`src/rtl/salsa20_stream_cipher_defines.svh`:
```
// ----------------------------------------------------------------------------
// salsa20 stream cipher assertion macros
// concurrent checks on the core clock, removed when SYNTH is defined
// ----------------------------------------------------------------------------
`ifndef SALSA20_STREAM_CIPHER_DEFINES_SVH
`define SALSA20_STREAM_CIPHER_DEFINES_SVH

`ifndef SYNTH
// check held off while reset is asserted
`define S20_ASSERT(lbl, prop) \
    lbl: assert property (@(posedge i_clk) disable iff (!i_rst_n) prop) \
        else $error("salsa20 check failed");
// check that also covers cycles under reset
`define S20_ASSERT_RST(lbl, prop) \
    lbl: assert property (@(posedge i_clk) prop) \
        else $error("salsa20 reset check failed");
`else
`define S20_ASSERT(lbl, prop)
`define S20_ASSERT_RST(lbl, prop)
`endif

`endif

```
`src/rtl/s20_pkg.sv`:
```
// ----------------------------------------------------------------------------
// s20_pkg
// shared types, constants and helper functions of the salsa20 stream cipher
// ----------------------------------------------------------------------------
package s20_pkg;

    // default number of double rounds (salsa20/20)
    localparam int DOUBLE_ROUNDS_DEF = 10;

    // input queue depth between front and core, power of two
    localparam int QUEUE_DEPTH = 2;

    // sigma constants
    localparam logic [31:0] SIGMA_0 = 32'h6170_7865;
    localparam logic [31:0] SIGMA_1 = 32'h3320_646e;
    localparam logic [31:0] SIGMA_2 = 32'h7962_2d32;
    localparam logic [31:0] SIGMA_3 = 32'h6b20_6574;

    // configuration register indexes
    typedef enum logic [2:0] {
        REG_KEY_0 = 3'd0,
        REG_KEY_1 = 3'd1,
        REG_KEY_2 = 3'd2,
        REG_KEY_3 = 3'd3,
        REG_NONCE = 3'd4
    } t_reg_idx;

    // configuration held for the core
    typedef struct packed {
        logic [63:0] key_0;
        logic [63:0] key_1;
        logic [63:0] key_2;
        logic [63:0] key_3;
        logic [63:0] nonce;
    } t_cfg;

    // one queued input word
    typedef struct packed {
        logic       last;
        logic       first;
        logic [7:0] data;
    } t_item;

    // sixteen-word salsa state
    typedef logic [15:0][31:0] t_words;

    // core sequencer states
    typedef enum logic [1:0] {
        ST_IDLE,
        ST_ROUND,
        ST_FINAL
    } t_state;

    // quarter-round word indexes: [column/row][lane][a,b,c,d]
    localparam logic [3:0] QR_IDX [0:1][0:3][0:3] = '{
        '{ '{4'd0,  4'd4,  4'd8,  4'd12},
           '{4'd5,  4'd9,  4'd13, 4'd1 },
           '{4'd10, 4'd14, 4'd2,  4'd6 },
           '{4'd15, 4'd3,  4'd7,  4'd11} },
        '{ '{4'd0,  4'd1,  4'd2,  4'd3 },
           '{4'd5,  4'd6,  4'd7,  4'd4 },
           '{4'd10, 4'd11, 4'd8,  4'd9 },
           '{4'd15, 4'd12, 4'd13, 4'd14} }
    };

    // left rotate by the amount of the given quarter-round step
    function automatic logic [31:0] rol_step(logic [31:0] x, logic [1:0] step);
        logic [31:0] r;
        case (step)
            2'd0: r = {x[24:0], x[31:25]};
            2'd1: r = {x[22:0], x[31:23]};
            2'd2: r = {x[18:0], x[31:19]};
            2'd3: r = {x[13:0], x[31:14]};
            default: r = x;
        endcase
        return r;
    endfunction

    // initial block state from key, nonce and block counter
    function automatic t_words init_state(t_cfg cfg, logic [63:0] ctr);
        t_words s;
        s[0]  = SIGMA_0;
        s[1]  = cfg.key_0[31:0];
        s[2]  = cfg.key_0[63:32];
        s[3]  = cfg.key_1[31:0];
        s[4]  = cfg.key_1[63:32];
        s[5]  = SIGMA_1;
        s[6]  = cfg.nonce[31:0];
        s[7]  = cfg.nonce[63:32];
        s[8]  = ctr[31:0];
        s[9]  = ctr[63:32];
        s[10] = SIGMA_2;
        s[11] = cfg.key_2[31:0];
        s[12] = cfg.key_2[63:32];
        s[13] = cfg.key_3[31:0];
        s[14] = cfg.key_3[63:32];
        s[15] = SIGMA_3;
        return s;
    endfunction

endpackage

```
`src/rtl/s20_regs.sv`:
```
// ----------------------------------------------------------------------------
// s20_regs
// configuration register bank: key and nonce, written by index
// ----------------------------------------------------------------------------
module s20_regs
    import s20_pkg::*;
(
    input  logic        i_clk,
    input  logic        i_rst_n,
    input  logic        i_cfg_valid,
    input  logic [2:0]  i_cfg_index,
    input  logic [63:0] i_cfg_data,
    output t_cfg        o_cfg
);

    t_cfg r_cfg;
    t_cfg n_cfg;

    // index decode, unknown indexes are dropped
    always_comb begin
        n_cfg = r_cfg;
        if (i_cfg_valid) begin
            case (t_reg_idx'(i_cfg_index))
                REG_KEY_0: n_cfg.key_0 = i_cfg_data;
                REG_KEY_1: n_cfg.key_1 = i_cfg_data;
                REG_KEY_2: n_cfg.key_2 = i_cfg_data;
                REG_KEY_3: n_cfg.key_3 = i_cfg_data;
                REG_NONCE: n_cfg.nonce = i_cfg_data;
                default:   n_cfg = r_cfg;
            endcase
        end
    end

    always_ff @(posedge i_clk) begin
        if (!i_rst_n) begin
            r_cfg <= '0;
        end else begin
            r_cfg <= n_cfg;
        end
    end

    assign o_cfg = r_cfg;

endmodule

```
`config.mk`:
```
export PLATFORM = sky130hd
export DESIGN_NAME = s20_regs
export DESIGN_NICKNAME = d
export VERILOG_FILES = /design/src/rtl/salsa20_stream_cipher_defines.svh /design/src/rtl/s20_pkg.sv /design/src/rtl/s20_regs.sv
export SDC_FILE = /design/constraint.sdc
export NUM_CORES = 1
export LEC_CHECK = 0
export BUFFER_PORTS_ARGS = -buffer_cell sky130_fd_sc_hd__buf_4
export CAP_MARGIN = 20
export CORE_ASPECT_RATIO = 1.2
export CORE_MARGIN = 10
export CORE_UTILIZATION = 25
export DETAILED_ROUTE_END_ITERATION = 12
export HOLD_SLACK_MARGIN = 0.08
export PLACE_DENSITY = 0.51
export SYNTH_ARGS = -nofsm -noshare
export SYNTH_HDL_FRONTEND = slang
export SYNTH_SLANG_ARGS = --single-unit
```
`constraint.sdc`:
```
create_clock -name i_clk -period 1.2 [get_ports i_clk]
set_clock_uncertainty 0.2 [all_clocks]
set_input_delay 0 -clock i_clk [delete_from_list [all_inputs] [get_ports i_clk]]
set_output_delay 0 -clock i_clk [all_outputs]
set_load 0.01 [all_outputs]
```
Word-level counts from Yosys, hierarchy flattened --
Index checks and enable logic that the tools add are counted. Widths: inputs -> output; s select.
Cells by class: equal/unequal tests 4, reduce and logical (&&, ||, !) cells 6
Operator list (count):
- $reduce_and 2->1 | 5
- $eq 3x2->1 const B | 2
- $eq 3x1->1 const B | 1
- $eq 3x3->1 const B | 1
- $logic_not 3->1 | 1
Word-level totals: bits of input ports 70, register bits after elaboration 320, output and inout bits 320

Logic depth before layout (Yosys ltp) --
depth after elaboration 2, gate-level depth with buffers 5

Worst setup path after synthesis --
No wires, ideal clock.
path kind input port to flip-flop, start point input i_cfg_index[0], end point register r_cfg, in the netlist o_cfg[256], path buffers 2, data arrival time 792 ps, cell stages on the path 4, setup slack 137 ps, cells stage by stage nor4b_4 buf_12 buf_12 mux2i_1
Between the ends: longest elaborated chain between the ends 2
Ends and longest elaborated chain:
- start, declared | line s20_regs.sv:11 | input logic [2:0] i_cfg_index,
- $logic_not 3->1 | line s20_regs.sv:23 | case (t_reg_idx'(i_cfg_index))
- $reduce_and 2->1 (no line)
- end signal, assigned | line s20_regs.sv:38 | r_cfg <= n_cfg;
- end, declared | line s20_regs.sv:16 | t_cfg r_cfg;
Every way passes these cells. A chain may end at the register's enable or synchronous reset.

==> flow_metrics.env <==
export IMPL_htreeDepth=2
export IMPL_track_usage_pct=14.78
export IMPL_largest_reg_flops=320
export IMPL_fillers=4400
export IMPL_yosys_cell_count_top_type="nand2_1"
export IMPL_max_freq_mhz=804.7
export IMPL_layout_nets=1713
export IMPL_crit_top_cell="buf_12"
export IMPL_yosysWarnings=0
export IMPL_critPathTopFamily="buffers and inverters"
export IMPL_syn_avg_cell_area_um2=10.60
export IMPL_grt_max_degree=48
export IMPL_wl_per_cell_um=19.23
export IMPL_yosysTopAreaCell="dfxtp_1"
export IMPL_grt_pass1_vias=10220
export IMPL_area_growth_pct=66.10
export IMPL_critPathSlowestCell="dlygate4sd3_1"
export IMPL_synth_edf_count=0
export IMPL_drtAntennaViolNets=0
export IMPL_cts_root_buf="clkbuf_16"
export IMPL_startpoint_type="input port"
export IMPL_outcome="finished with violations"
export IMPL_clock_power_share_pct=43.7
export IMPL_synth_top_cell_area_share_pct=54.58
export IMPL_crit_cells=6
export IMPL_synth_area_leaders="dfxtp_1 (55%), mux2i_1 (27%), nand2_1 (12%), buf_6 (2.3%), buf_12 (1.2%)"
export IMPL_period_needed_ps=1243
export IMPL_stdcell_area_um2=19500
export IMPL_path_cells="buf_12 -> buf_12 -> buf_4 -> dlygate4sd3_1 -> nand2_1 -> mux2i_1"
export IMPL_synthFlopType="dfxtp_1"
export IMPL_die_w_um=217.8
export IMPL_setup_ws_ps=-42.63
export IMPL_drv_cap=0
export IMPL_r2r_cells=4
export IMPL_routed_via_density=4.272
export IMPL_die_y_um=257.4
export IMPL_cts_buffers=35
export IMPL_clock_sinks=320
export IMPL_cp_end_kind="flop"
export IMPL_die_area_um2=56050
export IMPL_num_rows=86
export IMPL_drt_pre_antenna_iters=4
export IMPL_clkLatencyLatePin_ps=530
export IMPL_hp_class="in2reg"
export IMPL_combPwrFrac_pct=9.6
export IMPL_slowest_delay_ps=650
export IMPL_port_buffers=389
export IMPL_async_flop_share_pct=0
export IMPL_grt_overflow=0
export IMPL_num_vias=9722
export IMPL_netSwitchingPower_mw=5.511
export IMPL_clk_path_buf_depth=3
export IMPL_slew_viol_final=0
export IMPL_crit_fanout=27
export IMPL_peakVddDrop_mv=0.7793
export IMPL_synthTopCellsByCount="nand2_1 (384), dfxtp_1 (320), mux2i_1 (320)"
export IMPL_finalSetupViolCount=3
export IMPL_grt_pass1_wl_mm=64.53
export IMPL_synth_seq_area_share_pct=54.58
export IMPL_tightest_slew_ps=337.1
export IMPL_drive_gt1_share_pct=52.47
export IMPL_core_um2=46160
export IMPL_dpl_cell_area_um2=15670
export IMPL_final_util_pct=42.23
export IMPL_syn_inst=1107
export IMPL_violations="negative hold slack, negative setup slack"
export IMPL_worstPathArrival_ps=1480
export IMPL_grt_antenna_before_repair=0
export IMPL_cp_required_ps=1440
export IMPL_seq_power_share_pct=46.7
export IMPL_leakage_nw=9.578
export IMPL_ys_ff_latch=320
export IMPL_relSlewSlack_pct=77.47
export IMPL_power_density_nw_per_um2=1217
export IMPL_min_path_cells=3
export IMPL_cts_reportedPaths_clkPinSlew_ps=60
export IMPL_whs_ps=-358.8
export IMPL_drcViolationCount=0
export IMPL_hold_viol=306
export IMPL_place_congestion=0.7761
export IMPL_syn_num_nets=1177
export IMPL_hpwl_mm=31.00
export IMPL_ios=390
export IMPL_final_seq_area_um2=6809
export IMPL_first_iter_violations=380
export IMPL_path_class="in2reg"
export IMPL_ys_types=11
export IMPL_antennaDiodeCount=0
export IMPL_fin_cells=2276
export IMPL_place_inst=2100
export IMPL_multiInputGateArea_um2=4760
export IMPL_initial_utilization_pct=25.43
export IMPL_cp_num_buf_inv=4
export IMPL_cts_tree="done"
export IMPL_period_share_pct=103.6
export IMPL_netlist_area_um2=11740
export IMPL_wl_mm=43.77
export IMPL_power_internal_mw=18.22
export IMPL_swShare_pct=23.22
export IMPL_rsz0062_at_grt="true"
-- through the flow --
stage | hold slack (ps) | setup TNS (ps) | total power, mW | worst slack [ps]
5_1_grt | -368.2 | -4367 | 24.67 | -101.2
3_5_place_dp | 179.4 | -21350 | 13.14 | -184.1
4_1_cts | -379.0 | -3336 | 24.01 | -55.98
3_3_place_gp | 166.5 | -15350 | 13.12 | -141.4
2_1_floorplan | 23.99 | 0 | 12.07 | 136.6
6_report | -358.8 | -51.21 | 23.73 | -42.63
-- layer usage --
layer	global-route usage (%)	wire length [um]	up-vias
li1	-	-	4701
met1	16.18	17100	4663
met2	25.92	22090	277
met3	4.378	2888	81
met4	6.353	1687	0
met5	0	0	-
-- power by group through the flow --
| stage | Combinational (mW) | Sequential [mW] | Clock [mW] |
|---|---|---|---|
| 6_report | 2.29 | 11.1 | 10.4 |
| 5_1_grt | 2.44 | 11.1 | 11.1 |
| 4_1_cts | 2.25 | 11.1 | 10.7 |
| 3_5_place_dp | 1.90 | 11.2 | 0 |
| 3_3_place_gp | 1.89 | 11.2 | 0 |
| 2_1_floorplan | 0.758 | 11.3 | 0 |
-- path summary, 6_finish.rpt --
kind / slack [ps] / from / endpoint
worst max-delay path: -40 / i_rst_n / o_cfg[51]
worst min-delay path: -360 / i_rst_n / o_cfg[16]
worst max register to register: 220 / o_cfg[4] / o_cfg[4]
worst min register to register: 260 / o_cfg[299] / o_cfg[299]
-- worst min-delay path: cells and delay by family --
family                 cells  cell delay [ps]
buffers and inverters      1              160
AND/OR/NAND/NOR            1               90
multiplexers               1               60
-- area by class of cell --
cell class | count | area share (%)
well taps | 616 | 3.953
clock inverters | 1 | 0.1540
flip-flops and latches | 320 | 34.92
clock buffers | 53 | 5.314
repair buffers | 577 | 31.24
multi-input cells | 709 | 24.41
-- cell families after synthesis --
group,synth area share [%]
simple gates,12.85
mux,27.29
flops,54.58
buf+inv,5.287
-- cells in the final DEF, fill, tap and decap left out --
cell type	count
buf_12	24
buf_16	2
buf_4	156
buf_6	320
bufinv_16	1
clkbuf_1	11
clkbuf_16	39
clkbuf_8	5
dfxtp_2	319
dfxtp_4	1
dlygate4sd3_1	73
mux2i_1	320
nand2_1	384
nand4b_1	1
nand4bb_4	3
nor4b_4	1
-- timing repair --
action / 4_1_cts / 5_1_grt
gates cloned: 0 / 2
resized for setup: 638 / 6
endpoints found under the setup margin: 319 / 346
buffers inserted: 8 / 39
endpoints found under the hold margin: 320 / 320
hold buffers: 75 / 5
(Power assumes the default switching activity.)
