File: config.mk
export PLATFORM = sky130hd
export DESIGN_NAME = s20_front
export DESIGN_NICKNAME = d
export VERILOG_FILES = /design/src/rtl/salsa20_stream_cipher_defines.svh /design/src/rtl/s20_pkg.sv /design/src/rtl/s20_front.sv
export SDC_FILE = /design/constraint.sdc
export NUM_CORES = 1
export LEC_CHECK = 0
export ABC_AREA = 1
export BUFFER_PORTS_ARGS = -buffer_cell sky130_fd_sc_hd__buf_2
export CAP_MARGIN = 0
export CORE_MARGIN = 2
export CORE_UTILIZATION = 40
export DETAILED_ROUTE_END_ITERATION = 10
export GPL_TIMING_DRIVEN = 0
export PLACE_DENSITY = 0.7
export SKIP_LAST_GASP = 1
export SLEW_MARGIN = 25
export SYNTH_ARGS = -nofsm -noshare
export SYNTH_HDL_FRONTEND = slang
export SYNTH_SLANG_ARGS = --single-unit
File: constraint.sdc
create_clock -name i_clk -period 1.5 [get_ports i_clk]
set_input_delay 0.15 -clock i_clk [delete_from_list [all_inputs] [get_ports i_clk]]
set_output_delay 0.15 -clock i_clk [all_outputs]
set_load 0.1 [all_outputs]
File: src/rtl/salsa20_stream_cipher_defines.svh
// ----------------------------------------------------------------------------
// salsa20 stream cipher assertion macros
// concurrent checks on the core clock, removed when SYNTH is defined
// ----------------------------------------------------------------------------
`ifndef SALSA20_STREAM_CIPHER_DEFINES_SVH
`define SALSA20_STREAM_CIPHER_DEFINES_SVH

`ifndef SYNTH
// check held off while reset is asserted
`define S20_ASSERT(lbl, prop) \
    lbl: assert property (@(posedge i_clk) disable iff (!i_rst_n) prop) \
        else $error("salsa20 check failed");
// check that also covers cycles under reset
`define S20_ASSERT_RST(lbl, prop) \
    lbl: assert property (@(posedge i_clk) prop) \
        else $error("salsa20 reset check failed");
`else
`define S20_ASSERT(lbl, prop)
`define S20_ASSERT_RST(lbl, prop)
`endif

`endif

File: src/rtl/s20_pkg.sv
// ----------------------------------------------------------------------------
// s20_pkg
// shared types, constants and helper functions of the salsa20 stream cipher
// ----------------------------------------------------------------------------
package s20_pkg;

    // default number of double rounds (salsa20/20)
    localparam int DOUBLE_ROUNDS_DEF = 10;

    // input queue depth between front and core, power of two
    localparam int QUEUE_DEPTH = 2;

    // sigma constants
    localparam logic [31:0] SIGMA_0 = 32'h6170_7865;
    localparam logic [31:0] SIGMA_1 = 32'h3320_646e;
    localparam logic [31:0] SIGMA_2 = 32'h7962_2d32;
    localparam logic [31:0] SIGMA_3 = 32'h6b20_6574;

    // configuration register indexes
    typedef enum logic [2:0] {
        REG_KEY_0 = 3'd0,
        REG_KEY_1 = 3'd1,
        REG_KEY_2 = 3'd2,
        REG_KEY_3 = 3'd3,
        REG_NONCE = 3'd4
    } t_reg_idx;

    // configuration held for the core
    typedef struct packed {
        logic [63:0] key_0;
        logic [63:0] key_1;
        logic [63:0] key_2;
        logic [63:0] key_3;
        logic [63:0] nonce;
    } t_cfg;

    // one queued input word
    typedef struct packed {
        logic       last;
        logic       first;
        logic [7:0] data;
    } t_item;

    // sixteen-word salsa state
    typedef logic [15:0][31:0] t_words;

    // core sequencer states
    typedef enum logic [1:0] {
        ST_IDLE,
        ST_ROUND,
        ST_FINAL
    } t_state;

    // quarter-round word indexes: [column/row][lane][a,b,c,d]
    localparam logic [3:0] QR_IDX [0:1][0:3][0:3] = '{
        '{ '{4'd0,  4'd4,  4'd8,  4'd12},
           '{4'd5,  4'd9,  4'd13, 4'd1 },
           '{4'd10, 4'd14, 4'd2,  4'd6 },
           '{4'd15, 4'd3,  4'd7,  4'd11} },
        '{ '{4'd0,  4'd1,  4'd2,  4'd3 },
           '{4'd5,  4'd6,  4'd7,  4'd4 },
           '{4'd10, 4'd11, 4'd8,  4'd9 },
           '{4'd15, 4'd12, 4'd13, 4'd14} }
    };

    // left rotate by the amount of the given quarter-round step
    function automatic logic [31:0] rol_step(logic [31:0] x, logic [1:0] step);
        logic [31:0] r;
        case (step)
            2'd0: r = {x[24:0], x[31:25]};
            2'd1: r = {x[22:0], x[31:23]};
            2'd2: r = {x[18:0], x[31:19]};
            2'd3: r = {x[13:0], x[31:14]};
            default: r = x;
        endcase
        return r;
    endfunction

    // initial block state from key, nonce and block counter
    function automatic t_words init_state(t_cfg cfg, logic [63:0] ctr);
        t_words s;
        s[0]  = SIGMA_0;
        s[1]  = cfg.key_0[31:0];
        s[2]  = cfg.key_0[63:32];
        s[3]  = cfg.key_1[31:0];
        s[4]  = cfg.key_1[63:32];
        s[5]  = SIGMA_1;
        s[6]  = cfg.nonce[31:0];
        s[7]  = cfg.nonce[63:32];
        s[8]  = ctr[31:0];
        s[9]  = ctr[63:32];
        s[10] = SIGMA_2;
        s[11] = cfg.key_2[31:0];
        s[12] = cfg.key_2[63:32];
        s[13] = cfg.key_3[31:0];
        s[14] = cfg.key_3[63:32];
        s[15] = SIGMA_3;
        return s;
    endfunction

endpackage

File: src/rtl/s20_front.sv
// ----------------------------------------------------------------------------
// s20_front
// input side: takes stream words and queues them for the core
// ----------------------------------------------------------------------------
module s20_front
    import s20_pkg::*;
(
    input  logic  i_clk,
    input  logic  i_rst_n,
    input  logic  i_valid,
    output logic  o_ready,
    input  t_item i_item,
    output logic  o_head_valid,
    output t_item o_head,
    input  logic  i_pop
);

    localparam int PTR_W = (QUEUE_DEPTH > 1) ? $clog2(QUEUE_DEPTH) : 1;
    localparam int CNT_W = $clog2(QUEUE_DEPTH + 1);

    t_item              r_mem [QUEUE_DEPTH];
    logic [PTR_W-1:0]   r_wr_ptr;
    logic [PTR_W-1:0]   r_rd_ptr;
    logic [CNT_W-1:0]   r_count;
    logic               w_push;
    logic               w_pop;

    assign o_ready      = (r_count != CNT_W'(QUEUE_DEPTH));
    assign w_push       = i_valid && o_ready;
    assign w_pop        = i_pop && (r_count != '0);
    assign o_head_valid = (r_count != '0);
    assign o_head       = r_mem[r_rd_ptr];

    // queue storage
    always_ff @(posedge i_clk) begin
        if (w_push) begin
            r_mem[r_wr_ptr] <= i_item;
        end
    end

    // pointers wrap naturally since the depth is a power of two
    always_ff @(posedge i_clk) begin
        if (!i_rst_n) begin
            r_wr_ptr <= '0;
            r_rd_ptr <= '0;
            r_count  <= '0;
        end else begin
            if (w_push) begin
                r_wr_ptr <= r_wr_ptr + PTR_W'(1);
            end
            if (w_pop) begin
                r_rd_ptr <= r_rd_ptr + PTR_W'(1);
            end
            case ({w_push, w_pop})
                2'b10:   r_count <= r_count + CNT_W'(1);
                2'b01:   r_count <= r_count - CNT_W'(1);
                default: r_count <= r_count;
            endcase
        end
    end

endmodule

-- After elaboration in Yosys (flattened, before gate mapping)
Memory sizes are Yosys's and may differ from the RTL's. A register that Yosys moved wholly into a read port is not among the register bits.
Cells that the tools add are included.
- register bits: 4
- latch bits: 0
- bits in writable memories: 20
- bits in read-only memories: 0
- input bits: 14
- word-level logic and storage cells: 20
- memories: 1
- add/subtract/negate cells: 4
- multiply operators: 0
- divide/modulo/power cells: 0
- $lt $le $gt $ge: 0
- equality and inequality tests: 3
- shift-type cells: 0
- mux-type cells: 5
- bitwise logic cells: 0
- reductions and logical operators: 4
- memories (memory ; depth ; bits a word ; rd ports ; clocked after memory_dff ; write ports ; RTL line ; RTL):
    r_mem ; 2 ; 10 ; 1 ; 1 ; 1 ; s20_front.sv:21 ; t_item r_mem [QUEUE_DEPTH];
- operator list (operator ; number):
    $mux W1 ; 4
    $pmux W2 S2 ; 1
    $reduce_bool A2 Y1 ; 2
    $add A1 B1 Y1 const B ; 2
    $add A2 B1 Y2 const B ; 1
    $eq A2 B1 Y1 const B ; 1
    $eq A2 B2 Y1 const B ; 1
    $logic_and A1 B1 Y1 ; 2
    $ne A2 B2 Y1 const B ; 1
    $sub A2 B1 Y2 const B ; 1

-- Logic depth before layout (Yosys ltp)
Gate-level depths: netlist (run 1).
- depth in word-level cells: 4
- gate-level depth with buffers: 9

-- Worst setup path before layout (run 1)
Ideal clock, no wire load.
- kind: flip-flop to flip-flop
- start point: reg r_count[0]
- end point: mem r_mem[1][0] (netlist name), enable pin
- arrival time: 1.281 ns
- data required time: 1.124 ns
- path slack: -0.157 ns
- stages on the path, launching flop included: 5
- path buffers: 0
- cell sequence: dfxtp_1 -> inv_2 -> nand2_4 -> nand2_4 -> nor2_1
- longest elaborated chain between the ends: 4
- ends and longest elaborated chain (element ; RTL line ; RTL):
    from (decl) ; s20_front.sv:24 ; logic [CNT_W-1:0] r_count;
    from (signal assigned) ; s20_front.sv:55 ; 2'b10: r_count <= r_count + CNT_W'(1);
    from (signal assigned) ; s20_front.sv:56 ; 2'b01: r_count <= r_count - CNT_W'(1);
    from (signal assigned) ; s20_front.sv:57 ; default: r_count <= r_count;
    $ne A2 B2 Y1 ; s20_front.sv:28 ; assign o_ready = (r_count != CNT_W'(QUEUE_DEPTH));
    via o_ready ; s20_front.sv:11 ; output logic o_ready,
    $logic_and A1 B1 Y1 ; s20_front.sv:29 ; assign w_push = i_valid && o_ready;
    $mux W1 ; s20_front.sv:36 ; if (w_push) begin
    $mux W1 (not written as such) ; s20_front.sv:37 ; r_mem[r_wr_ptr] <= i_item;
    to (decl) ; s20_front.sv:21 ;
The timed path passes the listed nets, and every way through them passes these cells.

==> flow_summary.html, run 1 <==
<table>
<tr><th>Metric</th><th>Value</th></tr>
<tr><th colspan="2">Placement</th></tr>
<tr><td>Number of buffer cells added on primary ports</td><td>25</td></tr>
<tr><td>Dpl ws</td><td>-242 ps</td></tr>
<tr><td>HPWL reported at the end of detailed placement</td><td>1110 µm</td></tr>
<tr><td>Final weighted congestion in routability-driven placement</td><td>0.731</td></tr>
<tr><td>Placed Instances</td><td>120</td></tr>
<tr><th colspan="2">Yosys</th></tr>
<tr><td>Post-Synthesis Cell Area</td><td>981 µm²</td></tr>
<tr><td>Largest cells by area after synthesis</td><td>sky130_fd_sc_hd__edfxtp_1 (61%), sky130_fd_sc_hd__mux2_1 (11%), sky130_fd_sc_hd__dfxtp_1 (10%), sky130_fd_sc_hd__nor2_1 (3.8%), sky130_fd_sc_hd__nand2_4 (2.3%)</td></tr>
<tr><td>Netlist cell types</td><td>17</td></tr>
<tr><td>Synthesis-stage register bit count</td><td>25</td></tr>
<tr><td>Number of instances in the synthesized netlist</td><td>67</td></tr>
<tr><td>Complex-gate fraction of the synthesized area</td><td>0.0332</td></tr>
<tr><td>Multiplexer share of the synthesized area</td><td>0.115</td></tr>
<tr><td>Cell type with the highest aggregate area in the netlist</td><td>sky130_fd_sc_hd__edfxtp_1</td></tr>
<tr><td>Adder-cell share of the synthesized area</td><td>0.0128</td></tr>
<tr><td>Share of the synthesized netlist area taken by xor and xnor gates</td><td>0</td></tr>
<tr><td>Per-instance average area after synthesis</td><td>14.6 µm²</td></tr>
<tr><td>Part of the Yosys area used for sequential elements</td><td>0.714</td></tr>
<tr><td>Synthesized netlist net count</td><td>82</td></tr>
<tr><td>Combinational family with the most area after synthesis</td><td>multiplexers</td></tr>
<tr><td>Synth top area share</td><td>0.612</td></tr>
<tr><td>Basic-gate share of the synthesized area counting and, or, nand and nor cells</td><td>0.0982</td></tr>
<tr><td>Count of warnings emitted by yosys</td><td>0</td></tr>
<tr><th colspan="2">Worst hold path</th></tr>
<tr><td>Terminating pin of the worst hold path</td><td>r_mem[1][2]$_DFFE_PP_</td></tr>
<tr><td>Number of cells on the worst hold path</td><td>1</td></tr>
<tr><td>Critical hold path startpoint</td><td>i_item[2]</td></tr>
<tr><td>Hold crit path type</td><td>in2reg</td></tr>
<tr><th colspan="2">Die</th></tr>
<tr><td>Number of ports placed on the die boundary</td><td>26</td></tr>
<tr><td>Area inside the core boundary</td><td>2280 µm²</td></tr>
<tr><td>Standard-cell rows</td><td>17</td></tr>
<tr><td>Overall die width</td><td>53.5 µm</td></tr>
<tr><td>Initial Util</td><td>0.431</td></tr>
<tr><td>Vertical die dimension</td><td>53.5 µm</td></tr>
<tr><td>Die ar.</td><td>2860 µm²</td></tr>
<tr><th colspan="2">Timing</th></tr>
<tr><td>Final setup violation count</td><td>0</td></tr>
<tr><td>Worst slack on hold paths</td><td>28.1 ps</td></tr>
<tr><td>Worst Clk Skew</td><td>2.05 ps</td></tr>
<tr><td>Number of max-slew violations in the final report</td><td>0</td></tr>
<tr><td>Setup repair after global routing missed its margin</td><td>true</td></tr>
<tr><td>Measured slew at the worst slew-check pin</td><td>318 ps</td></tr>
<tr><td>Hold violation count in the final report</td><td>0</td></tr>
<tr><td>Final critical-path share of the clock period</td><td>0.984</td></tr>
<tr><td>Max Clk Rate</td><td>0.677 GHz</td></tr>
<tr><td>Worst rel slew slack</td><td>0.788</td></tr>
<tr><td>Final critical path time including I/O delays and setup</td><td>1480 ps</td></tr>
<tr><td>Setup WS post-layout</td><td>23.4 ps</td></tr>
<tr><th colspan="2">Global route</th></tr>
<tr><td>Largest net degree at the start of global routing</td><td>14</td></tr>
<tr><td>First-pass GRT wire length</td><td>2430 µm</td></tr>
<tr><td>Number of antenna violations at the first check in global routing</td><td>0</td></tr>
<tr><td>Vias in the first global route</td><td>621</td></tr>
<tr><td>Aggregate global-route resource usage</td><td>0.124</td></tr>
<tr><td>Global route total overflow</td><td>0</td></tr>
<tr><th colspan="2">Finish</th></tr>
<tr><td>Layout cell share with drive strength beyond 1</td><td>0.465</td></tr>
<tr><td>Post-layout instance count excluding filler cells</td><td>127</td></tr>
<tr><td>Layout overhead on the synthesized area</td><td>36.5%</td></tr>
<tr><td>Ant. Diodes</td><td>0</td></tr>
<tr><td>Post-layout net count</td><td>115</td></tr>
<tr><th colspan="2">Clocking</th></tr>
<tr><td>Clock-pin slew on the worst setup and hold paths</td><td>120 ps</td></tr>
<tr><td>Clock net sink count</td><td>25</td></tr>
<tr><td>Cell at the root of the clock tree</td><td>sky130_fd_sc_hd__clkbuf_4</td></tr>
<tr><td>Setup bufs post-CTS</td><td>0</td></tr>
<tr><td>Inserted Clock Buffers</td><td>3</td></tr>
<tr><td>Clock insertion delay at the later pin of the skew report</td><td>300 ps</td></tr>
<tr><td>Maximum count of clock buffers along a single path</td><td>2</td></tr>
<tr><td>Number of H-tree branching levels</td><td>1</td></tr>
<tr><td>CTS tree</td><td>done</td></tr>
<tr><th colspan="2">Status</th></tr>
<tr><td>Status</td><td>completed</td></tr>
<tr><th colspan="2">Worst setup path</th></tr>
<tr><td>Arrival time of the worst setup path</td><td>1330 ps</td></tr>
<tr><td>Startpoint of the worst-slack reg-to-reg timing path</td><td>r_count[0]$_SDFFE_PN0P_</td></tr>
<tr><td>Register-to-register path setup slack</td><td>160 ps</td></tr>
<tr><td>Worst path required time</td><td>1350 ps</td></tr>
<tr><td>CP startpoint kind</td><td>flip-flop</td></tr>
<tr><td>Reg2Reg Depth</td><td>9</td></tr>
<tr><td>Worst-path maximum fanout</td><td>5</td></tr>
<tr><td>Setup Crit Path Kind</td><td>reg2out</td></tr>
<tr><td>Crit end category</td><td>primary output</td></tr>
<tr><td>RR Endpoint</td><td>r_count[1]$_SDFFE_PN0P_</td></tr>
<tr><th colspan="2">Route</th></tr>
<tr><td>Count of routing violations after the opening detailed-route iteration</td><td>2</td></tr>
<tr><td>Router iterations before antenna repair</td><td>4</td></tr>
<tr><td>Vias</td><td>609</td></tr>
<tr><td>Final wirelength</td><td>1630 µm</td></tr>
<tr><td>Average wire per cell in the routed design</td><td>12.8 µm</td></tr>
<tr><td>Total DRC errors in the routed layout</td><td>0</td></tr>
<tr><td>Count of nets left with antenna violations after detail routing</td><td>0</td></tr>
<tr><td>Routed vias/inst</td><td>4.80</td></tr>
<tr><th colspan="2">Power and ir drop</th></tr>
<tr><td>Worst ir drop on vdd</td><td>0.000924 V</td></tr>
<tr><td>Total power draw</td><td>2.36 mW</td></tr>
<tr><td>Leakage power</td><td>0.530 nW</td></tr>
<tr><td>PD cells</td><td>1760 nW/µm²</td></tr>
<tr><th colspan="2">Flow run</th></tr>
<tr><td>Count of maximum capacitance violations</td><td>0</td></tr>
</table>
==> cells in the mapped netlist <==
cell,instances
sky130_fd_sc_hd__a21oi_1,2
sky130_fd_sc_hd__buf_4,1
sky130_fd_sc_hd__dfxtp_1,5
sky130_fd_sc_hd__edfxtp_1,20
sky130_fd_sc_hd__ha_1,1
sky130_fd_sc_hd__inv_1,4
sky130_fd_sc_hd__inv_2,1
sky130_fd_sc_hd__mux2_1,10
sky130_fd_sc_hd__nand2_1,5
sky130_fd_sc_hd__nand2_2,1
sky130_fd_sc_hd__nand2_4,2
sky130_fd_sc_hd__nand3_1,1
sky130_fd_sc_hd__nand4_1,1
sky130_fd_sc_hd__nor2_1,10
sky130_fd_sc_hd__o21a_2,1
sky130_fd_sc_hd__o21ai_0,1
sky130_fd_sc_hd__o21ai_2,1
==> how the worst max path moves through the flow <==
stage,startpoint,to,slack (ps)
after floorplan,r_count[0]$_SDFFE_PN0P_,r_mem[1][0]$_DFFE_PP_,-160
after global placement,r_count[0]$_SDFFE_PN0P_,r_mem[0][5]$_DFFE_PP_,-190
after detailed placement,r_count[0]$_SDFFE_PN0P_,r_mem[0][9]$_DFFE_PP_,-240
after CTS,r_count[0]$_SDFFE_PN0P_,r_mem[0][6]$_DFFE_PP_,-0.6
after global routing,flip-flop,o_head[2],-40
final,flip-flop,o_head[2],20
==> final cells by class <==
cell class	instances	area, µm²
Timing Repair Buffer	28	272
Inverter	5	18.8
Multi-Input combinational cell	36	273
Tap cell	28	35.0
Buffer	1	11.3
Sequential cell	25	703
Fill cell	198	937
Clock buffer	4	26.3
==> flip-flops by register name, summed over array words and instances (netlist names), named ones only <==
register  count
r_mem        20
r_count       2
r_rd_ptr      1
r_wr_ptr      1
==> where the power goes <==
part | internal (mW) | leakage, nW | switching [mW] | total (mW)
registers | 0.852 | 0.229 | 0.0549 | 0.907
clock network | 0.104 | 0.0150 | 0.176 | 0.279
logic | 0.357 | 0.286 | 0.817 | 1.17
total | 1.31 | 0.530 | 1.05 | 2.36
==> layer usage <==
metal / up-vias / global-route usage / routed length, µm
li1: 302 / - / -
met1: 291 / 0.129 / 646
met2: 14 / 0.226 / 898
met3: 2 / 0.0254 / 67
met4: 0 / 0.0769 / 12
met5: - / 0 / 0
==> critical path, cell delays in order (launching register included) <==
cell                      delay, ps
sky130_fd_sc_hd__dfxtp_2        360
sky130_fd_sc_hd__buf_6          130
sky130_fd_sc_hd__mux2_2         350
sky130_fd_sc_hd__buf_8          180
==> what timing repair did <==
item / in CTS / in global routing
hold buffers: 0 / 2
gates resized for setup: 33 / 16
setup endpoints to repair: 32 / 31
hold endpoints to repair: 0 / 4
gates cloned: 1 / 0
==> per-stage QoR <==
stage | cell area [µm²] | TNS [ps] | utilization
2_1_floorplan | 981 | -3150 | -
3_3_place_gp | 1140 | -3800 | 0.501
3_5_place_dp | 1140 | -4460 | 0.501
4_1_cts | 1270 | -3.60 | 0.557
5_1_grt | 1340 | -349 | 0.588
6_report | 1340 | 0 | 0.588
==> kinds of logic (layout without fill, tap and decap cells) <==
logic type | count (synthesis) | count (layout)
flops | 25 | 25
simple gates | 20 | 20
mux | 10 | 10
buf+inv | 6 | 38
compound gates | 5 | 5
fa+ha+maj | 1 | 1
==> layout by cell type (no fill, tap or decap), types with 2 or more instances in the layout <==
cell type	count
sky130_fd_sc_hd__edfxtp_1	20
sky130_fd_sc_hd__buf_2	13
sky130_fd_sc_hd__nor2_1	8
sky130_fd_sc_hd__buf_6	6
sky130_fd_sc_hd__mux2_2	5
sky130_fd_sc_hd__nand2_1	5
sky130_fd_sc_hd__buf_12	5
sky130_fd_sc_hd__inv_1	4
sky130_fd_sc_hd__mux2_1	4
sky130_fd_sc_hd__clkbuf_4	3
sky130_fd_sc_hd__dfxtp_1	3
sky130_fd_sc_hd__nand2_4	2
sky130_fd_sc_hd__nor2_4	2
sky130_fd_sc_hd__a21oi_1	2
sky130_fd_sc_hd__dfxtp_2	2
sky130_fd_sc_hd__dlygate4sd3_1	2
sky130_fd_sc_hd__buf_4	2
Power figures use the tool's default switching activity.
==> run 2, diff against run 1 <==
Settings changed: PLACE_DENSITY 0.7 to 0.67.
Clock period 1.5 ns to 1.4 ns, I/O delays scaled along.
==> run 2 against run 1 <==
Compared with the run above: the run now ends with setup timing left; combinational power increased by 20%; cell count increased by 1.6%; critical path depth unchanged; sequential cell count unchanged; register-to-register slack got worse by 110 ps; critical path type unchanged; die area unchanged.
==> flow_summary.html, run 2 (same netlist as run 1, synthesis figures left out) <==
<table>
<tr><th>Metric</th><th>Value</th></tr>
<tr><th colspan="2">Finish</th></tr>
<tr><td>Final-layout fill cell count</td><td>181</td></tr>
<tr><td>Ant. Diodes</td><td>0</td></tr>
<tr><td>Layout overhead on the synthesized area</td><td>47.3%</td></tr>
<tr><td>Footprint of the multi-input gates</td><td>315 µm²</td></tr>
<tr><td>Final design area excluding fillers</td><td>1450 µm²</td></tr>
<tr><td>Biggest regs</td><td>r_mem x20, r_count x2</td></tr>
<tr><td>Flip-flop count of the largest register after layout</td><td>20</td></tr>
<tr><td>Top library cells by usage in the layout, fill and taps aside</td><td>sky130_fd_sc_hd__edfxtp_1 (20), sky130_fd_sc_hd__buf_2 (13), sky130_fd_sc_hd__mux2_4 (10), sky130_fd_sc_hd__buf_12 (10), sky130_fd_sc_hd__nor2_1 (8)</td></tr>
<tr><td>Layout cell share with drive strength beyond 1</td><td>0.505</td></tr>
<tr><td>Register name with the most flops</td><td>r_mem</td></tr>
<tr><td>Most common cell after layout, fill and taps aside</td><td>sky130_fd_sc_hd__edfxtp_1</td></tr>
<tr><td>Post-route core utilization</td><td>0.635</td></tr>
<tr><td>Post-layout net count</td><td>117</td></tr>
<tr><td>Area taken by flip-flops and latches</td><td>707 µm²</td></tr>
<tr><th colspan="2">Placement</th></tr>
<tr><td>Post-DP Area</td><td>1160 µm²</td></tr>
<tr><td>HPWL reported at the end of detailed placement</td><td>1200 µm</td></tr>
<tr><td>Dpl ws</td><td>7.12 ps</td></tr>
<tr><td>Final weighted congestion in routability-driven placement</td><td>0.731</td></tr>
<tr><td>Number of buffer cells added on primary ports</td><td>25</td></tr>
<tr><th colspan="2">Timing</th></tr>
<tr><td>Worst rel slew slack</td><td>0.794</td></tr>
<tr><td>Post-Route Setup TNS</td><td>-318 ps</td></tr>
<tr><td>Worst Clk Skew</td><td>8.99 ps</td></tr>
<tr><td>Final setup violation count</td><td>10</td></tr>
<tr><td>Final critical path time including I/O delays and setup</td><td>1440 ps</td></tr>
<tr><td>Max Clk Rate</td><td>0.694 GHz</td></tr>
<tr><td>Setup repair after global routing missed its margin</td><td>true</td></tr>
<tr><td>Setup WS post-layout</td><td>-40.4 ps</td></tr>
<tr><td>Final critical-path share of the clock period</td><td>1.03</td></tr>
<tr><td>Measured slew at the worst slew-check pin</td><td>308 ps</td></tr>
<tr><td>Number of max-slew violations in the final report</td><td>0</td></tr>
<tr><td>Hold violation count in the final report</td><td>0</td></tr>
<tr><th colspan="2">Clocking</th></tr>
<tr><td>Number of H-tree branching levels</td><td>1</td></tr>
<tr><td>CTS tree</td><td>done</td></tr>
<tr><td>Clock net sink count</td><td>25</td></tr>
<tr><td>Setup bufs post-CTS</td><td>0</td></tr>
<tr><td>Maximum count of clock buffers along a single path</td><td>2</td></tr>
<tr><td>Clock insertion delay at the later pin of the skew report</td><td>310 ps</td></tr>
<tr><td>Cell at the root of the clock tree</td><td>sky130_fd_sc_hd__clkbuf_4</td></tr>
<tr><td>Clock-pin slew on the worst setup and hold paths</td><td>120 ps</td></tr>
<tr><td>Inserted Clock Buffers</td><td>3</td></tr>
<tr><th colspan="2">Worst setup path</th></tr>
<tr><td>Startpoint of the worst-slack reg-to-reg timing path</td><td>r_count[0]$_SDFFE_PN0P_</td></tr>
<tr><td>CP delay by family, top</td><td>flip-flops</td></tr>
<tr><td>Register-to-register path setup slack</td><td>50 ps</td></tr>
<tr><td>Worst-path maximum fanout</td><td>5</td></tr>
<tr><td>Peak per-stage delay on the critical path</td><td>370 ps</td></tr>
<tr><td>Number of buffers and inverters on the critical path</td><td>2</td></tr>
<tr><td>Reg2Reg Depth</td><td>9</td></tr>
<tr><td>CP startpoint kind</td><td>flip-flop</td></tr>
<tr><td>RR Endpoint</td><td>r_count[1]$_SDFFE_PN0P_</td></tr>
<tr><td>Worst path required time</td><td>1260 ps</td></tr>
<tr><td>Arrival time of the worst setup path</td><td>1300 ps</td></tr>
<tr><td>List of cells traversed by the critical path</td><td>buf_6, mux2_4, buf_12</td></tr>
<tr><td>Slowest-stage cell, CP</td><td>sky130_fd_sc_hd__dfxtp_2</td></tr>
<tr><td>Setup Crit Path Kind</td><td>reg2out</td></tr>
<tr><td>Crit end category</td><td>primary output</td></tr>
<tr><th colspan="2">Status</th></tr>
<tr><td>Violated checks</td><td>setup timing</td></tr>
<tr><td>Status</td><td>complete, but fails checks</td></tr>
<tr><th colspan="2">Worst hold path</th></tr>
<tr><td>Critical hold path startpoint</td><td>i_item[1]</td></tr>
<tr><td>Hold crit path type</td><td>in2reg</td></tr>
<tr><td>Number of cells on the worst hold path</td><td>1</td></tr>
<tr><td>Terminating pin of the worst hold path</td><td>r_mem[1][1]$_DFFE_PP_</td></tr>
<tr><th colspan="2">Route</th></tr>
<tr><td>Router iterations before antenna repair</td><td>4</td></tr>
<tr><td>Total DRC errors in the routed layout</td><td>0</td></tr>
<tr><td>Count of nets left with antenna violations after detail routing</td><td>0</td></tr>
<tr><td>Routed vias/inst</td><td>4.81</td></tr>
<tr><td>Final wirelength</td><td>1770 µm</td></tr>
<tr><td>Average wire per cell in the routed design</td><td>13.7 µm</td></tr>
<tr><td>Count of routing violations after the opening detailed-route iteration</td><td>11</td></tr>
<tr><td>Vias</td><td>621</td></tr>
<tr><th colspan="2">Power and ir drop</th></tr>
<tr><td>Worst ir drop on vdd</td><td>0.00114 V</td></tr>
<tr><td>PD cells</td><td>1860 nW/µm²</td></tr>
<tr><td>Leakage power</td><td>0.583 nW</td></tr>
<tr><th colspan="2">Global route</th></tr>
<tr><td>Number of antenna violations at the first check in global routing</td><td>0</td></tr>
<tr><td>Vias in the first global route</td><td>655</td></tr>
<tr><td>Aggregate global-route resource usage</td><td>0.143</td></tr>
<tr><td>Largest net degree at the start of global routing</td><td>14</td></tr>
<tr><td>First-pass GRT wire length</td><td>2770 µm</td></tr>
<tr><td>Global route total overflow</td><td>0</td></tr>
<tr><th colspan="2">Die</th></tr>
<tr><td>Initial Util</td><td>0.431</td></tr>
<tr><td>Standard-cell rows</td><td>17</td></tr>
<tr><td>Vertical die dimension</td><td>53.5 µm</td></tr>
<tr><td>Die ar.</td><td>2860 µm²</td></tr>
<tr><td>Number of ports placed on the die boundary</td><td>26</td></tr>
<tr><td>Area inside the core boundary</td><td>2280 µm²</td></tr>
<tr><td>Overall die width</td><td>53.5 µm</td></tr>
<tr><th colspan="2">Flow run</th></tr>
<tr><td>Count of maximum capacitance violations</td><td>0</td></tr>
</table>
run 2: cell count changes in the layout (fill, tap and decap cells not counted), sizes merged:
cell,delta
dlygate4sd3,+2
run 2: metal layers:
| metal | part of all wire | track usage |
|---|---|---|
| met5 | 0 | 0 |
| met2 | 0.54 | 0.267 |
| met4 | 0.019 | 0.0769 |
| met1 | 0.39 | 0.147 |
| met3 | 0.049 | 0.0282 |
run 2: cell type report:
cell class,instances,share of cell area
flip-flops and latches,25,0.489
repair buffers,30,0.229
multi-input cells,36,0.218
well taps,28,0.0242
clock buffers,4,0.0182
inverters,5,0.0130
plain buffers,1,0.00779
run 2: report_power, final:
group / switching [mW] / leakage (nW) / internal [mW]
registers: 0.0653 / 0.230 / 0.919
logic: 0.910 / 0.338 / 0.491
clock network: 0.197 / 0.0150 / 0.111
run 2: metrics by stage:
| stage | instances | hold WS (ps) | total power [mW] |
|---|---|---|---|
| after floorplan | 67 | 239 | 1.89 |
| after global placement | 120 | 329 | 2.02 |
| after detailed placement | 120 | 334 | 2.04 |
| after CTS | 125 | 4.72 | 2.70 |
| after global routing | 129 | 0.693 | 2.80 |
| final | 129 | 16.7 | 2.69 |
run 2: worst max-delay path by stage:
stage	startpoint	to	slack [ps]	depth (start not counted)
global route	flip-flop	o_head[0]	-80	3
floorplan	r_count[1]$_SDFFE_PN0P_	r_count[1]$_SDFFE_PN0P_	9	8
detailed placement	r_count[0]$_SDFFE_PN0P_	r_mem[1][3]$_DFFE_PP_	7	4
CTS	flip-flop	o_head[8]	-50	3
global placement	r_count[0]$_SDFFE_PN0P_	r_mem[1][6]$_DFFE_PP_	20	4
finish	flip-flop	o_head[0]	-40	3
run 2: repair_timing:
item | 4_1_cts | 5_1_grt
cloned | 1 | 0
hold endpoints to repair | 0 | 7
resized for setup | 69 | 1
endpoints found under the setup margin | 28 | 12
hold buffers | 0 | 4
==> run 3, diff against run 2 <==
Settings changed: ABC_AREA 1 to default, CORE_MARGIN 2 to 3, PLACE_DENSITY 0.67 to 0.68.
==> run 3 against run 2 <==
Compared with the run above: highest routed layer unchanged; the flow still finishes with violations (setup timing); largest cell class unchanged; setup slack got worse by 41 ps; critical endpoint is now o_head[7]; clock-buffer cell count is 1 lower; sequential share of layout area down 2.5 points.
==> flow_summary.html, run 3 <==
<table>
<tr><th>Metric</th><th>Value</th></tr>
<tr><th colspan="2">Status</th></tr>
<tr><td>Status</td><td>complete, but fails checks</td></tr>
<tr><td>Violated checks</td><td>setup timing</td></tr>
<tr><th colspan="2">Placement</th></tr>
<tr><td>Final weighted congestion in routability-driven placement</td><td>0.695</td></tr>
<tr><td>HPWL reported at the end of detailed placement</td><td>1080 µm</td></tr>
<tr><td>Placed Instances</td><td>108</td></tr>
<tr><td>Number of buffer cells added on primary ports</td><td>25</td></tr>
<tr><th colspan="2">Clocking</th></tr>
<tr><td>CTS tree</td><td>done</td></tr>
<tr><td>Inserted Clock Buffers</td><td>3</td></tr>
<tr><td>Clock insertion delay at the later pin of the skew report</td><td>320 ps</td></tr>
<tr><td>Cell at the root of the clock tree</td><td>sky130_fd_sc_hd__clkbuf_4</td></tr>
<tr><td>Clock net sink count</td><td>25</td></tr>
<tr><td>Maximum count of clock buffers along a single path</td><td>2</td></tr>
<tr><td>Number of H-tree branching levels</td><td>1</td></tr>
<tr><td>Clock-pin slew on the worst setup and hold paths</td><td>130 ps</td></tr>
<tr><th colspan="2">Yosys</th></tr>
<tr><td>Cell with the most instances after synthesis</td><td>sky130_fd_sc_hd__edfxtp_1</td></tr>
<tr><td>Largest cells by area after synthesis</td><td>sky130_fd_sc_hd__edfxtp_1 (64%), sky130_fd_sc_hd__mux2_2 (12%), sky130_fd_sc_hd__dfxtp_1 (11%), sky130_fd_sc_hd__xnor2_1 (1.9%), sky130_fd_sc_hd__ha_1 (1.3%)</td></tr>
<tr><td>Post-Synthesis Cell Area</td><td>945 µm²</td></tr>
<tr><td>Commonest cells in the netlist</td><td>sky130_fd_sc_hd__edfxtp_1 (20), sky130_fd_sc_hd__mux2_2 (10), sky130_fd_sc_hd__dfxtp_1 (5)</td></tr>
<tr><td>Count of warnings emitted by yosys</td><td>0</td></tr>
<tr><td>Part of the Yosys area used for sequential elements</td><td>0.742</td></tr>
<tr><td>Number of instances in the synthesized netlist</td><td>56</td></tr>
<tr><td>Synth top area share</td><td>0.636</td></tr>
<tr><td>Cell type with the highest aggregate area in the netlist</td><td>sky130_fd_sc_hd__edfxtp_1</td></tr>
<tr><td>Synthesized netlist net count</td><td>71</td></tr>
<tr><td>Most common flop cell mapped by yosys</td><td>sky130_fd_sc_hd__edfxtp_1</td></tr>
<tr><td>Per-instance average area after synthesis</td><td>16.9 µm²</td></tr>
<tr><td>Number of synthesized flops with an enable pin</td><td>20</td></tr>
<tr><td>Synthesis-stage register bit count</td><td>25</td></tr>
<tr><td>Asr flop ratio synth</td><td>0</td></tr>
<tr><td>Netlist cell types</td><td>19</td></tr>
<tr><th colspan="2">Global route</th></tr>
<tr><td>Global route total overflow</td><td>0</td></tr>
<tr><td>Number of antenna violations at the first check in global routing</td><td>0</td></tr>
<tr><td>First-pass GRT wire length</td><td>2800 µm</td></tr>
<tr><td>Largest net degree at the start of global routing</td><td>16</td></tr>
<tr><td>Aggregate global-route resource usage</td><td>0.138</td></tr>
<tr><td>Vias in the first global route</td><td>638</td></tr>
<tr><th colspan="2">Timing</th></tr>
<tr><td>Post-Route Setup TNS</td><td>-768 ps</td></tr>
<tr><td>Final critical path time including I/O delays and setup</td><td>1480 ps</td></tr>
<tr><td>Setup WS post-layout</td><td>-81.4 ps</td></tr>
<tr><td>Final critical-path share of the clock period</td><td>1.06</td></tr>
<tr><td>Number of max-slew violations in the final report</td><td>0</td></tr>
<tr><td>Worst Clk Skew</td><td>5.37 ps</td></tr>
<tr><td>Hold violation count in the final report</td><td>0</td></tr>
<tr><td>Setup repair after global routing missed its margin</td><td>true</td></tr>
<tr><td>Measured slew at the worst slew-check pin</td><td>279 ps</td></tr>
<tr><td>Max Clk Rate</td><td>0.675 GHz</td></tr>
<tr><td>Final setup violation count</td><td>11</td></tr>
<tr><td>Worst rel slew slack</td><td>0.816</td></tr>
<tr><th colspan="2">Finish</th></tr>
<tr><td>Most common cell after layout, fill and taps aside</td><td>sky130_fd_sc_hd__edfxtp_1</td></tr>
<tr><td>Biggest regs</td><td>r_mem x20, r_count x2</td></tr>
<tr><td>Post-layout net count</td><td>115</td></tr>
<tr><td>Ant. Diodes</td><td>0</td></tr>
<tr><td>Layout overhead on the synthesized area</td><td>62.3%</td></tr>
<tr><td>Layout cell share with drive strength beyond 1</td><td>0.566</td></tr>
<tr><td>Post-layout instance count excluding filler cells</td><td>126</td></tr>
<tr><td>Top library cells by usage in the layout, fill and taps aside</td><td>sky130_fd_sc_hd__edfxtp_1 (20), sky130_fd_sc_hd__buf_2 (13), sky130_fd_sc_hd__mux2_4 (10), sky130_fd_sc_hd__dlygate4sd3_1 (10), sky130_fd_sc_hd__buf_12 (10)</td></tr>
<tr><td>Flip-flop count of the largest register after layout</td><td>20</td></tr>
<tr><td>Register name with the most flops</td><td>r_mem</td></tr>
<tr><td>Post-route core utilization</td><td>0.729</td></tr>
<tr><th colspan="2">Worst setup path</th></tr>
<tr><td>Worst path required time</td><td>1260 ps</td></tr>
<tr><td>Worst-path maximum fanout</td><td>5</td></tr>
<tr><td>Arrival time of the worst setup path</td><td>1340 ps</td></tr>
<tr><td>Setup Crit Path Kind</td><td>reg2out</td></tr>
<tr><td>CP startpoint kind</td><td>flip-flop</td></tr>
<tr><td>Peak per-stage delay on the critical path</td><td>400 ps</td></tr>
<tr><td>Slowest-stage cell, CP</td><td>sky130_fd_sc_hd__dfxtp_4</td></tr>
<tr><td>Crit end category</td><td>primary output</td></tr>
<tr><td>List of cells traversed by the critical path</td><td>buf_6, mux2_4, buf_12</td></tr>
<tr><th colspan="2">Route</th></tr>
<tr><td>Count of nets left with antenna violations after detail routing</td><td>0</td></tr>
<tr><td>Total DRC errors in the routed layout</td><td>0</td></tr>
<tr><td>Final wirelength</td><td>1880 µm</td></tr>
<tr><td>Average wire per cell in the routed design</td><td>14.9 µm</td></tr>
<tr><td>Vias</td><td>596</td></tr>
<tr><td>Routed vias/inst</td><td>4.73</td></tr>
<tr><td>Router iterations before antenna repair</td><td>4</td></tr>
<tr><td>Count of routing violations after the opening detailed-route iteration</td><td>7</td></tr>
<tr><th colspan="2">Die</th></tr>
<tr><td>Standard-cell rows</td><td>16</td></tr>
<tr><td>Initial Util</td><td>0.449</td></tr>
<tr><td>Vertical die dimension</td><td>54.6 µm</td></tr>
<tr><td>Area inside the core boundary</td><td>2100 µm²</td></tr>
<tr><td>Die ar.</td><td>2980 µm²</td></tr>
<tr><td>Number of ports placed on the die boundary</td><td>26</td></tr>
<tr><td>Overall die width</td><td>54.6 µm</td></tr>
<tr><th colspan="2">Worst hold path</th></tr>
<tr><td>Hold crit path type</td><td>in2reg</td></tr>
<tr><th colspan="2">Flow run</th></tr>
<tr><td>Count of maximum capacitance violations</td><td>0</td></tr>
</table>
run 3: changes by cell type in the layout (fill, tap and decap cells not counted), moves of 2 or more:
cell                            delta
sky130_fd_sc_hd__dfxtp_4           +2
sky130_fd_sc_hd__dlygate4sd3_1     +6
sky130_fd_sc_hd__nand2_1           -5
sky130_fd_sc_hd__buf_4             +2
sky130_fd_sc_hd__inv_1             -3
sky130_fd_sc_hd__nor2_1            -5
sky130_fd_sc_hd__nor2_4            -2
sky130_fd_sc_hd__dfxtp_2           -2
sky130_fd_sc_hd__clkinvlp_4        +2
run 3: worst max-delay path, delay by kind of cell, from the launching register on:
kind                   cells  cell delay, ps
buffers and inverters      2             310
multiplexers               1             320
flip-flops                 1             400
run 3: worst paths after layout:
| kind | from | to | slack [ps] | cells past startpoint |
|---|---|---|---|---|
| setup / recovery | flip-flop | o_head[7] | -80 | 3 |
| hold / removal | i_rst_n | r_count[0]$_SDFFE_PN0P_ | 90 | 3 |
| setup reg to reg | r_count[0]$_SDFFE_PN0P_ | r_count[1]$_SDFFE_PN0P_ | -20 | 5 |
| hold reg to reg | r_rd_ptr$_SDFFE_PN0P_ | r_rd_ptr$_SDFFE_PN0P_ | 530 | 2 |
run 3: what timing repair did:
| action | in CTS | in global routing |
|---|---|---|
| hold buffers | 10 | 0 |
| endpoints found under the hold margin | 19 | 0 |
| pin swaps | 1 | 4 |
| setup endpoints to repair | 13 | 22 |
| cloned | 1 | 0 |
| resized for setup | 59 | 8 |
| buffers inserted | 1 | 2 |
run 3: area by class of cell:
cell class	count	area [µm²]
sequential	25	712
fill	127	569
timing repair buffer	39	418
multi-input combinational	28	313
tap	27	33.8
clock buffer	3	22.5
buffer	1	15.0
inverter	2	11.3
clock inverter	1	7.51
run 3: per-layer routing:
| layer | global-route usage | routed length, µm | vias up |
|---|---|---|---|
| met3 | 0.0163 | 77 | 2 |
| met4 | 0.0622 | 30 | 0 |
| li1 | - | - | 292 |
| met2 | 0.254 | 1010 | 20 |
| met1 | 0.158 | 762 | 282 |
| met5 | 0 | 0 | - |
run 3: through the flow:
stage	setup slack (ps)	instance area (µm²)	hold WS, ps
after floorplan	-141	970	239
after global placement	-6.11	1130	327
after detailed placement	-15.1	1130	332
after CTS	-111	1480	77.6
after global routing	-139	1530	95.3
final	-81.4	1530	91.0
run 3: cell families after synthesis:
kind of cell,synth area share
AO/OA/AOI/OAI,0.0344
XOR/XNOR,0.0278
adder cells (fa/ha/maj),0.0132
buffers and inverters,0.0132
flip-flops,0.742
multiplexers,0.119
AND/OR/NAND/NOR,0.0503
Power of run 3 is left out: the tool's default activity adds up to more than one toggle a clock period on the data nets, which glitch-free logic cannot reach.
